--- src/rtl/tci_pkg.sv ---
package tci_pkg;

    localparam int unsigned MaxPoints = 32;
    localparam int unsigned IdxW      = $clog2(MaxPoints);
    localparam int unsigned LenW      = 6;
    localparam int unsigned VoltW     = 13;
    localparam int unsigned TempW     = 16;
    localparam int unsigned PointW    = VoltW + TempW;
    localparam int unsigned NumW      = VoltW + TempW + 2;
    localparam int unsigned DivCntW   = $clog2(NumW + 1);

    localparam logic FuncWrite   = 1'b0;
    localparam logic FuncConvert = 1'b1;

    typedef struct packed {
        logic                     func;
        logic [IdxW-1:0]          point_index;
        logic [VoltW-1:0]         point_millivolts;
        logic signed [TempW-1:0]  point_temperature;
        logic [VoltW-1:0]         sample_millivolts;
    } t_req;

    typedef struct packed {
        logic signed [TempW-1:0]  temperature_tenths;
    } t_rsp;

    typedef struct packed {
        logic                     start;
        logic [NumW-1:0]          num_mag;
        logic [VoltW-1:0]         den;
    } t_div_ctl;

    typedef struct packed {
        logic                     done;
        logic [NumW-1:0]          quo;
    } t_div_sts;

endpackage

--- src/rtl/tci_if.sv ---
interface tci_req_if;
    logic            valid;
    logic            ready;
    tci_pkg::t_req   data;
    modport source (output valid, output data, input ready);
    modport sink   (input valid, input data, output ready);
endinterface

--- src/rtl/tci_rsp_if.sv ---
interface tci_rsp_if;
    logic            valid;
    logic            ready;
    tci_pkg::t_rsp   data;
    modport source (output valid, output data, input ready);
    modport sink   (input valid, input data, output ready);
endinterface

--- src/rtl/tci_ram.sv ---
module tci_ram #(
    parameter int unsigned Width = 8,
    parameter int unsigned Depth = 32
) (
    input  logic                     i_clk,
    input  logic                     i_we,
    input  logic [$clog2(Depth)-1:0] i_waddr,
    input  logic [Width-1:0]         i_wdata,
    input  logic [$clog2(Depth)-1:0] i_raddr,
    output logic [Width-1:0]         o_rdata
);
    logic [Width-1:0] r_mem [Depth];
    logic [Width-1:0] r_rdata;

    always_ff @(posedge i_clk) begin
        if (i_we) begin
            r_mem[i_waddr] <= i_wdata;
        end
        r_rdata <= r_mem[i_raddr];
    end

    assign o_rdata = r_rdata;
endmodule

--- src/rtl/tci_div.sv ---
module tci_div (
    input  logic              i_clk,
    input  logic              i_rst_n,
    input  tci_pkg::t_div_ctl i_ctl,
    output tci_pkg::t_div_sts o_sts
);
    logic                            r_busy;
    logic                            r_done;
    logic [tci_pkg::DivCntW-1:0]     r_cnt;
    logic [tci_pkg::NumW-1:0]        r_quo;
    logic [tci_pkg::VoltW:0]         r_rem;
    logic [tci_pkg::VoltW-1:0]       r_den;
    logic [tci_pkg::VoltW+1:0]       w_shift;
    logic [tci_pkg::VoltW+1:0]       w_diff;

    assign w_shift = {r_rem, r_quo[tci_pkg::NumW-1]};
    assign w_diff  = w_shift - {2'b00, r_den};

    always_ff @(posedge i_clk) begin
        if (!i_rst_n) begin
            r_busy <= 1'b0;
            r_done <= 1'b0;
            r_cnt  <= '0;
        end else begin
            r_done <= 1'b0;
            if (i_ctl.start) begin
                r_busy <= 1'b1;
                r_cnt  <= tci_pkg::DivCntW'(tci_pkg::NumW);
                r_quo  <= i_ctl.num_mag;
                r_rem  <= '0;
                r_den  <= i_ctl.den;
            end else if (r_busy) begin
                if (!w_diff[tci_pkg::VoltW+1]) begin
                    r_rem <= w_diff[tci_pkg::VoltW:0];
                    r_quo <= {r_quo[tci_pkg::NumW-2:0], 1'b1};
                end else begin
                    r_rem <= w_shift[tci_pkg::VoltW:0];
                    r_quo <= {r_quo[tci_pkg::NumW-2:0], 1'b0};
                end
                r_cnt <= r_cnt - 1'b1;
                if (r_cnt == tci_pkg::DivCntW'(1)) begin
                    r_busy <= 1'b0;
                    r_done <= 1'b1;
                end
            end
        end
    end

    assign o_sts.done = r_done;
    assign o_sts.quo  = r_quo;

`ifndef SYNTHESIS
    a_done_after_busy: assert property (@(posedge i_clk) disable iff (!i_rst_n)
        r_done |-> $past(r_busy))
        else $error("done without busy");
    a_no_start_busy: assert property (@(posedge i_clk) disable iff (!i_rst_n)
        r_busy |-> r_cnt != '0)
        else $error("count zero while busy");
`endif
endmodule

--- src/rtl/thermistor_curve_interpolator_unit.sv ---
// channel   dir   payload                                       handshake
// i_req     in    func, point_index, point_millivolts,          valid/ready
//                 point_temperature, sample_millivolts
// o_rsp     out   temperature_tenths                            valid/ready
// i_cfg     in    curve_length (6 bits)                         i_cfg_we
// a write goes into the curve memory when it is accepted; a convert reads the curve memory one point per cycle
// o_rsp.valid rises once the result is known: at the first point, at the last point,
// at point i when it ends the walk on a flat segment, or after the divide when point
// i ends the walk on a sloped segment; the worst case is a divide at point 31
// reset is synchronous active low and sets curve_length to 2
// the result register holds while o_rsp.ready is low; no new request
// is taken until the previous result has been delivered
module thermistor_curve_interpolator_unit (
    input  logic                            i_clk,
    input  logic                            i_rst_n,
    tci_req_if.sink                         i_req,
    tci_rsp_if.source                       o_rsp,
    input  logic                            i_cfg_we,
    input  logic [tci_pkg::LenW-1:0]        i_cfg_wdata
);
    typedef enum logic [2:0] {
        S_IDLE, S_FIRST, S_P0, S_PL, S_WALK, S_DIV
    } t_state;

    t_state                          r_state;
    logic [tci_pkg::LenW-1:0]        r_len;
    logic [tci_pkg::IdxW-1:0]        r_raddr;
    logic [tci_pkg::IdxW-1:0]        r_cur;
    logic [tci_pkg::IdxW-1:0]        r_last;
    logic [tci_pkg::VoltW-1:0]       r_sample;
    logic [tci_pkg::PointW-1:0]      r_prev;
    logic                            r_neg;
    logic signed [tci_pkg::TempW-1:0] r_tlo;
    logic signed [tci_pkg::TempW-1:0] r_result;
    logic                            r_rsp_valid;
    logic [tci_pkg::NumW-1:0]        r_num;
    logic [tci_pkg::VoltW-1:0]       r_den;
    logic                            r_mul_go;

    logic [tci_pkg::LenW-1:0]        w_n;
    logic                            w_we;
    logic [tci_pkg::PointW-1:0]      w_rd;
    logic [tci_pkg::VoltW-1:0]       w_v;
    logic signed [tci_pkg::TempW-1:0] w_t;
    logic [tci_pkg::VoltW-1:0]       w_pv;
    logic signed [tci_pkg::TempW-1:0] w_pt;
    logic signed [tci_pkg::TempW:0]  w_dt;
    logic [tci_pkg::TempW:0]         w_dt_mag;
    logic [tci_pkg::VoltW-1:0]       w_ds;
    logic [tci_pkg::NumW-1:0]        w_prod;
    logic signed [tci_pkg::TempW+1:0] w_q;
    tci_pkg::t_div_ctl               w_div_ctl;
    tci_pkg::t_div_sts               w_div_sts;
    logic                            w_acc;

    assign w_n = (r_len < tci_pkg::LenW'(2)) ? tci_pkg::LenW'(2) :
                 (r_len > tci_pkg::LenW'(tci_pkg::MaxPoints)) ?
                 tci_pkg::LenW'(tci_pkg::MaxPoints) : r_len;

    assign w_acc = i_req.valid && i_req.ready;
    assign w_we  = w_acc && (i_req.data.func == tci_pkg::FuncWrite);
    assign i_req.ready = (r_state == S_IDLE) && !r_rsp_valid;

    tci_ram #(.Width(tci_pkg::PointW), .Depth(tci_pkg::MaxPoints)) u_curve (
        .i_clk   (i_clk),
        .i_we    (w_we),
        .i_waddr (i_req.data.point_index),
        .i_wdata ({i_req.data.point_millivolts, i_req.data.point_temperature}),
        .i_raddr (r_raddr),
        .o_rdata (w_rd)
    );

    assign w_v  = w_rd[tci_pkg::PointW-1:tci_pkg::TempW];
    assign w_t  = w_rd[tci_pkg::TempW-1:0];
    assign w_pv = r_prev[tci_pkg::PointW-1:tci_pkg::TempW];
    assign w_pt = r_prev[tci_pkg::TempW-1:0];
    assign w_dt = {w_pt[tci_pkg::TempW-1], w_pt} - {w_t[tci_pkg::TempW-1], w_t};
    assign w_dt_mag = w_dt[tci_pkg::TempW] ? (tci_pkg::TempW+1)'(-w_dt)
                                           : w_dt[tci_pkg::TempW:0];
    assign w_ds = r_sample - w_v;
    assign w_prod = tci_pkg::NumW'(w_ds) * tci_pkg::NumW'(w_dt_mag);

    assign w_div_ctl.start   = r_mul_go;
    assign w_div_ctl.num_mag = r_num;
    assign w_div_ctl.den     = r_den;

    tci_div u_div (
        .i_clk  (i_clk),
        .i_rst_n(i_rst_n),
        .i_ctl  (w_div_ctl),
        .o_sts  (w_div_sts)
    );

    assign w_q = r_neg ? -(tci_pkg::TempW+2)'(w_div_sts.quo)
                       : (tci_pkg::TempW+2)'(w_div_sts.quo);

    always_ff @(posedge i_clk) begin
        if (!i_rst_n) begin
            r_state     <= S_IDLE;
            r_len       <= tci_pkg::LenW'(2);
            r_rsp_valid <= 1'b0;
            r_mul_go    <= 1'b0;
            r_raddr     <= '0;
        end else begin
            r_mul_go <= 1'b0;
            if (i_cfg_we) begin
                r_len <= i_cfg_wdata;
            end
            if (o_rsp.valid && o_rsp.ready) begin
                r_rsp_valid <= 1'b0;
            end
            unique case (r_state)
                S_IDLE: begin
                    if (w_acc && i_req.data.func == tci_pkg::FuncConvert) begin
                        r_sample <= i_req.data.sample_millivolts;
                        r_raddr  <= '0;
                        r_last   <= tci_pkg::IdxW'(w_n - 1'b1);
                        r_state  <= S_FIRST;
                    end
                end
                S_FIRST: begin
                    r_raddr <= r_last;
                    r_state <= S_P0;
                end
                S_P0: begin
                    // first point on the read port
                    if (r_sample >= w_v) begin
                        r_result    <= w_t;
                        r_rsp_valid <= 1'b1;
                        r_state     <= S_IDLE;
                    end else begin
                        r_prev  <= w_rd;
                        r_raddr <= tci_pkg::IdxW'(1);
                        r_state <= S_PL;
                    end
                end
                S_PL: begin
                    // last used point on the read port
                    if (r_sample <= w_v) begin
                        r_result    <= w_t;
                        r_rsp_valid <= 1'b1;
                        r_state     <= S_IDLE;
                    end else begin
                        r_raddr <= tci_pkg::IdxW'(2);
                        r_cur   <= tci_pkg::IdxW'(1);
                        r_state <= S_WALK;
                    end
                end
                S_WALK: begin
                    // point r_cur on the read port, point r_cur - 1 in r_prev
                    if (r_sample >= w_v) begin
                        if (w_pv == w_v) begin
                            r_result    <= w_t;
                            r_rsp_valid <= 1'b1;
                            r_state     <= S_IDLE;
                        end else begin
                            r_tlo    <= w_t;
                            r_neg    <= w_dt[tci_pkg::TempW];
                            r_num    <= w_prod;
                            r_den    <= w_pv - w_v;
                            r_mul_go <= 1'b1;
                            r_state  <= S_DIV;
                        end
                    end else if (r_cur == r_last) begin
                        r_result    <= w_t;
                        r_rsp_valid <= 1'b1;
                        r_state     <= S_IDLE;
                    end else begin
                        r_prev  <= w_rd;
                        r_cur   <= r_cur + 1'b1;
                        r_raddr <= r_raddr + 1'b1;
                    end
                end
                S_DIV: begin
                    if (w_div_sts.done) begin
                        r_result    <= r_tlo + (tci_pkg::TempW)'(w_q);
                        r_rsp_valid <= 1'b1;
                        r_state     <= S_IDLE;
                    end
                end
                default: r_state <= S_IDLE;
            endcase
        end
    end

    assign o_rsp.valid = r_rsp_valid;
    assign o_rsp.data.temperature_tenths = r_result;

`ifndef SYNTHESIS
    a_no_req_while_rsp: assert property (@(posedge i_clk) disable iff (!i_rst_n)
        r_rsp_valid |-> !i_req.ready)
        else $error("request taken while result pending");
    a_div_start_in_div: assert property (@(posedge i_clk) disable iff (!i_rst_n)
        r_mul_go |-> r_state == S_DIV)
        else $error("divide started outside divide state");
    a_len_reset: assert property (@(posedge i_clk)
        !i_rst_n |=> r_len == tci_pkg::LenW'(2))
        else $error("curve length not reset");
`endif
endmodule
--- src/flat_wrapper.sv ---
// flat-port wrapper written by rule: the top's interface ports become plain ports
module thermistor_curve_interpolator_unit_flat 
  (i_clk, i_rst_n, i_cfg_we, i_cfg_wdata, i_req_valid, i_req_data, i_req_ready, o_rsp_valid, o_rsp_data, o_rsp_ready);
  tci_req_if i_req_i ();
  tci_rsp_if o_rsp_i ();
  input  logic i_clk;
  input  logic i_rst_n;
  input  logic i_cfg_we;
  input  logic [tci_pkg::LenW-1:0] i_cfg_wdata;
  input wire logic [$bits(i_req_i.valid)-1:0] i_req_valid;
  input wire logic [$bits(i_req_i.data)-1:0] i_req_data;
  output wire logic [$bits(i_req_i.ready)-1:0] i_req_ready;
  output wire logic [$bits(o_rsp_i.valid)-1:0] o_rsp_valid;
  output wire logic [$bits(o_rsp_i.data)-1:0] o_rsp_data;
  input wire logic [$bits(o_rsp_i.ready)-1:0] o_rsp_ready;
  assign i_req_i.valid = i_req_valid;
  assign i_req_i.data = i_req_data;
  assign i_req_ready = i_req_i.ready;
  assign o_rsp_valid = o_rsp_i.valid;
  assign o_rsp_data = o_rsp_i.data;
  assign o_rsp_i.ready = o_rsp_ready;
  thermistor_curve_interpolator_unit u_core (.i_clk(i_clk), .i_rst_n(i_rst_n), .i_req(i_req_i), .o_rsp(o_rsp_i), .i_cfg_we(i_cfg_we), .i_cfg_wdata(i_cfg_wdata));
endmodule
--- config.mk ---
export PLATFORM = sky130hd
export DESIGN_NAME = thermistor_curve_interpolator_unit_flat
export DESIGN_NICKNAME = d
export VERILOG_FILES = /design/src/rtl/tci_pkg.sv /design/src/rtl/tci_if.sv /design/src/rtl/tci_rsp_if.sv /design/src/rtl/tci_ram.sv /design/src/rtl/tci_div.sv /design/src/rtl/thermistor_curve_interpolator_unit.sv /design/src/flat_wrapper.sv
export SDC_FILE = /design/constraint.sdc
export NUM_CORES = 2
export LEC_CHECK = 0
export ABC_AREA = 1
export BUFFER_PORTS_ARGS = -buffer_cell sky130_fd_sc_hd__buf_2
export CAP_MARGIN = 20
export CORE_AREA = 2 2 311 313
export CTS_BUF_LIST = sky130_fd_sc_hd__clkbuf_4 sky130_fd_sc_hd__clkbuf_8
export CTS_CLUSTER_DIAMETER = 150
export DETAILED_ROUTE_END_ITERATION = 16
export DIE_AREA = 0 0 313 315
export PLACE_DENSITY = 0.78
export SYNTH_ARGS = -nofsm -noshare
export SYNTH_HDL_FRONTEND = slang
export SYNTH_SLANG_ARGS = --single-unit
export TNS_END_PERCENT = 30
--- constraint.sdc ---
create_clock -name i_clk -period 6.3 [get_ports i_clk]
set_input_delay 1.26 -clock i_clk [delete_from_list [all_inputs] [get_ports i_clk]]
set_output_delay 1.26 -clock i_clk [all_outputs]
set_load 0.01 [all_outputs]
==> impl_results.md <==
- Largest net degree at the start of global routing: 172
- Die Area: 98600 um2
- Setup TNS Final: -4.22 ns
- CTS Buffer Depth: 3
- Placed cell areas: 59500 um2
- Syn-to-layout area delta: 15.2%
- Failing checks: setup timing
- RePlAce Congestion: 0.985
- Post-Synth Adder-Cell Area: 0.0950
- Compound-cell area share of the yosys netlist: 0.110
- Number of synthesized flops with an enable pin: 1114
- Post-synthesis xor/xnor area fraction: 0.0148
- Final Util: 0.671
- Max frequency: 0.148 GHz
- Sequential share of the synthesized area: 0.619
- Most frequent CP cell: fa_1
- Area of the multi-input gates: 19700 um2
- Mapped Avg Cell Area: 11.5 um2
- I/O Buffers: 76
- Row cnt: 114
- First-pass GRT wire length: 227000 um
- Clk slew on worst S/H paths: 0.06 ns
- Synth Cell Area: 55700 um2
- Design Area, Final: 64200 um2
- Largest family of logic cells by synthesized area: simple AND/OR/NAND/NOR gates
- Post-Synth Simple-Gate Area: 0.114
- Status: finished, violations left
- Routed length per instance: 22.9 um
- Drc violations: 0
- Worst relative slew slack: 0.219
- Hold buffers post-CTS: 0
- YS warnings: 0
- First-pass DRT Iterations: 5
- CTS tree: done
- Crit end category: flop
- Worst path required time: 6.88 ns
- Setup WS post-layout: -0.439 ns
- Worst Path Class, Setup: flop to flop
- Crit path DAT: 7.32 ns
- DR vias: 40000
- CP peak stage delay: 0.58 ns
- Share of cells above drive strength 1: 0.179
- Initial drt markers: 5372
- Number of routed nets with antenna violations: 0
- Skew-Pair Late Insertion Delay: 0.87 ns
- WP buf/inv: 8
- Final hold viol count: 0
- Htree depth: 4
- Grt ovf: 0
- Final setup violating endpoints: 17
- Final Slew Violations: 0
- Hold Path Class: flop to flop
- Slowest CP cell: fa_1
- DPL Wire Length: 93900 um
- Fillers: 6653
- Top_reg_cell synth: edfxtp_1
- Proportion of synthesized area in mux cells: 0
- CTS buffer count: 180
- # IOs: 77
- Startpoint types: flop
- Crit path time final: 6.74 ns
- Seq. cell area: 34500 um2
- Synth async-reset ratio: 0
- Gate count of the mapped netlist: 4850
- Vias per cell: 6.06
- Vias in the first global route: 39000
- Initial Util: 0.582
- Initial antenna violation count: 13
- Die height: 315 um
- Clock root cell: clkbuf_8
- Layout Skew: 0.0689 ns
- CP max FO: 5
- Commonest non-fill, non-tap cell in the layout: edfxtp_1
- Final Net Count: 5569
- Cell family with most CP delay: adder cells
- RSZ-0062 raised after global routing: yes
- Core box area: 95700 um2
- Synth cell types: 56
- Die Wd: 313 um
- Net Count, Synth: 5230
- Post-Route WL: 151000 um
- Worst slew pin tran: 1.17 ns
- Max-Cap Viols: 0
- Period utilization: 1.07
- Commonest non-fill, non-tap cells in the layout: 1114 x edfxtp_1, 730 x nor2_1, 567 x o21ai_0
- TritonCTS Sinks: 1166
- Global Route Usage Sum: 0.305
- Flops & latches, synth: 1166
## layer usage
metal  wire (um)  GRT usage
met3       14900     0.0602
met5          92          0
met4        6100      0.132
met1       57100      0.401
met2       73200      0.500
## worst register-to-register path, delay by kind of cell (launching register included)
kind,cells,cell delay (ns)
buffers and inverters,8,0.61
AND/OR/NAND/NOR,17,1.67
flip-flops,1,0.32
adder cells (fa/ha/maj),9,3.81
XOR/XNOR,1,0.06
## area by class of cell
cell class / instances / share of cell area
diodes: 5 / 0.000195
repair buffers: 388 / 0.0467
well taps: 1276 / 0.0249
clock buffers: 267 / 0.0503
multi-input cells: 2993 / 0.306
flip-flops and latches: 1166 / 0.537
clock inverters: 53 / 0.00659
inverters: 460 / 0.0275
## per-stage QoR
| stage | hold WS (ns) | cells | setup slack [ns] |
|---|---|---|---|
| floorplan | 0.400 | 4850 | -0.00369 |
| global placement | 0.401 | 6253 | -0.458 |
| detailed placement | 0.405 | 6256 | -0.523 |
| CTS | 0.388 | 6593 | -0.277 |
| global route | 0.403 | 6606 | -0.647 |
| finish | 0.396 | 6608 | -0.439 |
## final timing paths
kind	from	to	slack, ns	depth (start not counted)
hold / removal	u_core.r_den[8]$_DFFE_PP_	u_core.u_div.r_den[8]$_DFFE_PP_	0.40	0
hold reg to reg	u_core.r_den[8]$_DFFE_PP_	u_core.u_div.r_den[8]$_DFFE_PP_	0.40	0
setup reg to reg	u_core.r_prev[0]$_DFFE_PP_	u_core.r_num[28]$_DFFE_PP_	-0.44	35
setup / recovery	u_core.r_prev[0]$_DFFE_PP_	u_core.r_num[28]$_DFFE_PP_	-0.44	35
## Yosys cell counts (12+ instances only)
cell type,count,area (um2)
a32oi_1,27,236
nand2_1,485,1820
o22ai_1,62,388
o21ai_1,13,65.1
a31oi_1,36,225
inv_2,12,45.0
ha_1,151,1890
edfxtp_1,1114,33500
nand3_1,168,841
a21oi_1,115,576
inv_1,441,1660
xnor2_1,25,219
o21ai_0,578,2890
o221ai_1,170,1490
dfxtp_1,52,1040
nand2_2,18,113
nor2_1,790,2970
nor3_1,27,135
clkbuf_1,199,747
xor2_1,67,587
fa_1,170,3400
buf_2,23,115
## sequential cells by signal (all words and copies together), names as in the netlist, 3 cells and up
signal / flops
u_core.u_curve.r_mem: 928
u_core.u_div.r_quo: 31
u_core.r_num: 30
u_core.r_prev: 29
u_core.u_curve.o_rdata: 29
u_core.o_rsp.data: 16
u_core.r_tlo: 16
u_core.u_div.r_rem: 14
u_core.r_den: 13
u_core.r_sample: 13
u_core.u_div.r_den: 13
u_core.r_len: 6
u_core.r_cur: 5
u_core.r_last: 5
u_core.r_raddr: 5
u_core.u_div.r_cnt: 5
u_core.r_state: 3
## kinds of logic (layout without fill, tap and decap cells)
kind of cell / after synthesis / in the layout
flops: 1166 / 1166
xor+xnor: 93 / 93
simple gates: 1544 / 1544
fa+ha+maj: 321 / 321
compound gates: 1035 / 1035
other cells: 0 / 5
buf+inv: 691 / 1168
## what timing repair did
item                       in CTS  in global routing
pin swaps                      72                 63
gates cloned                    0                  1
resized for setup             143                 73
setup buffers                  17                  7
setup endpoints to repair      21                 22
Power is not shown: default switching activity piles up to over one toggle a cycle in this logic, so the estimate is an artifact.
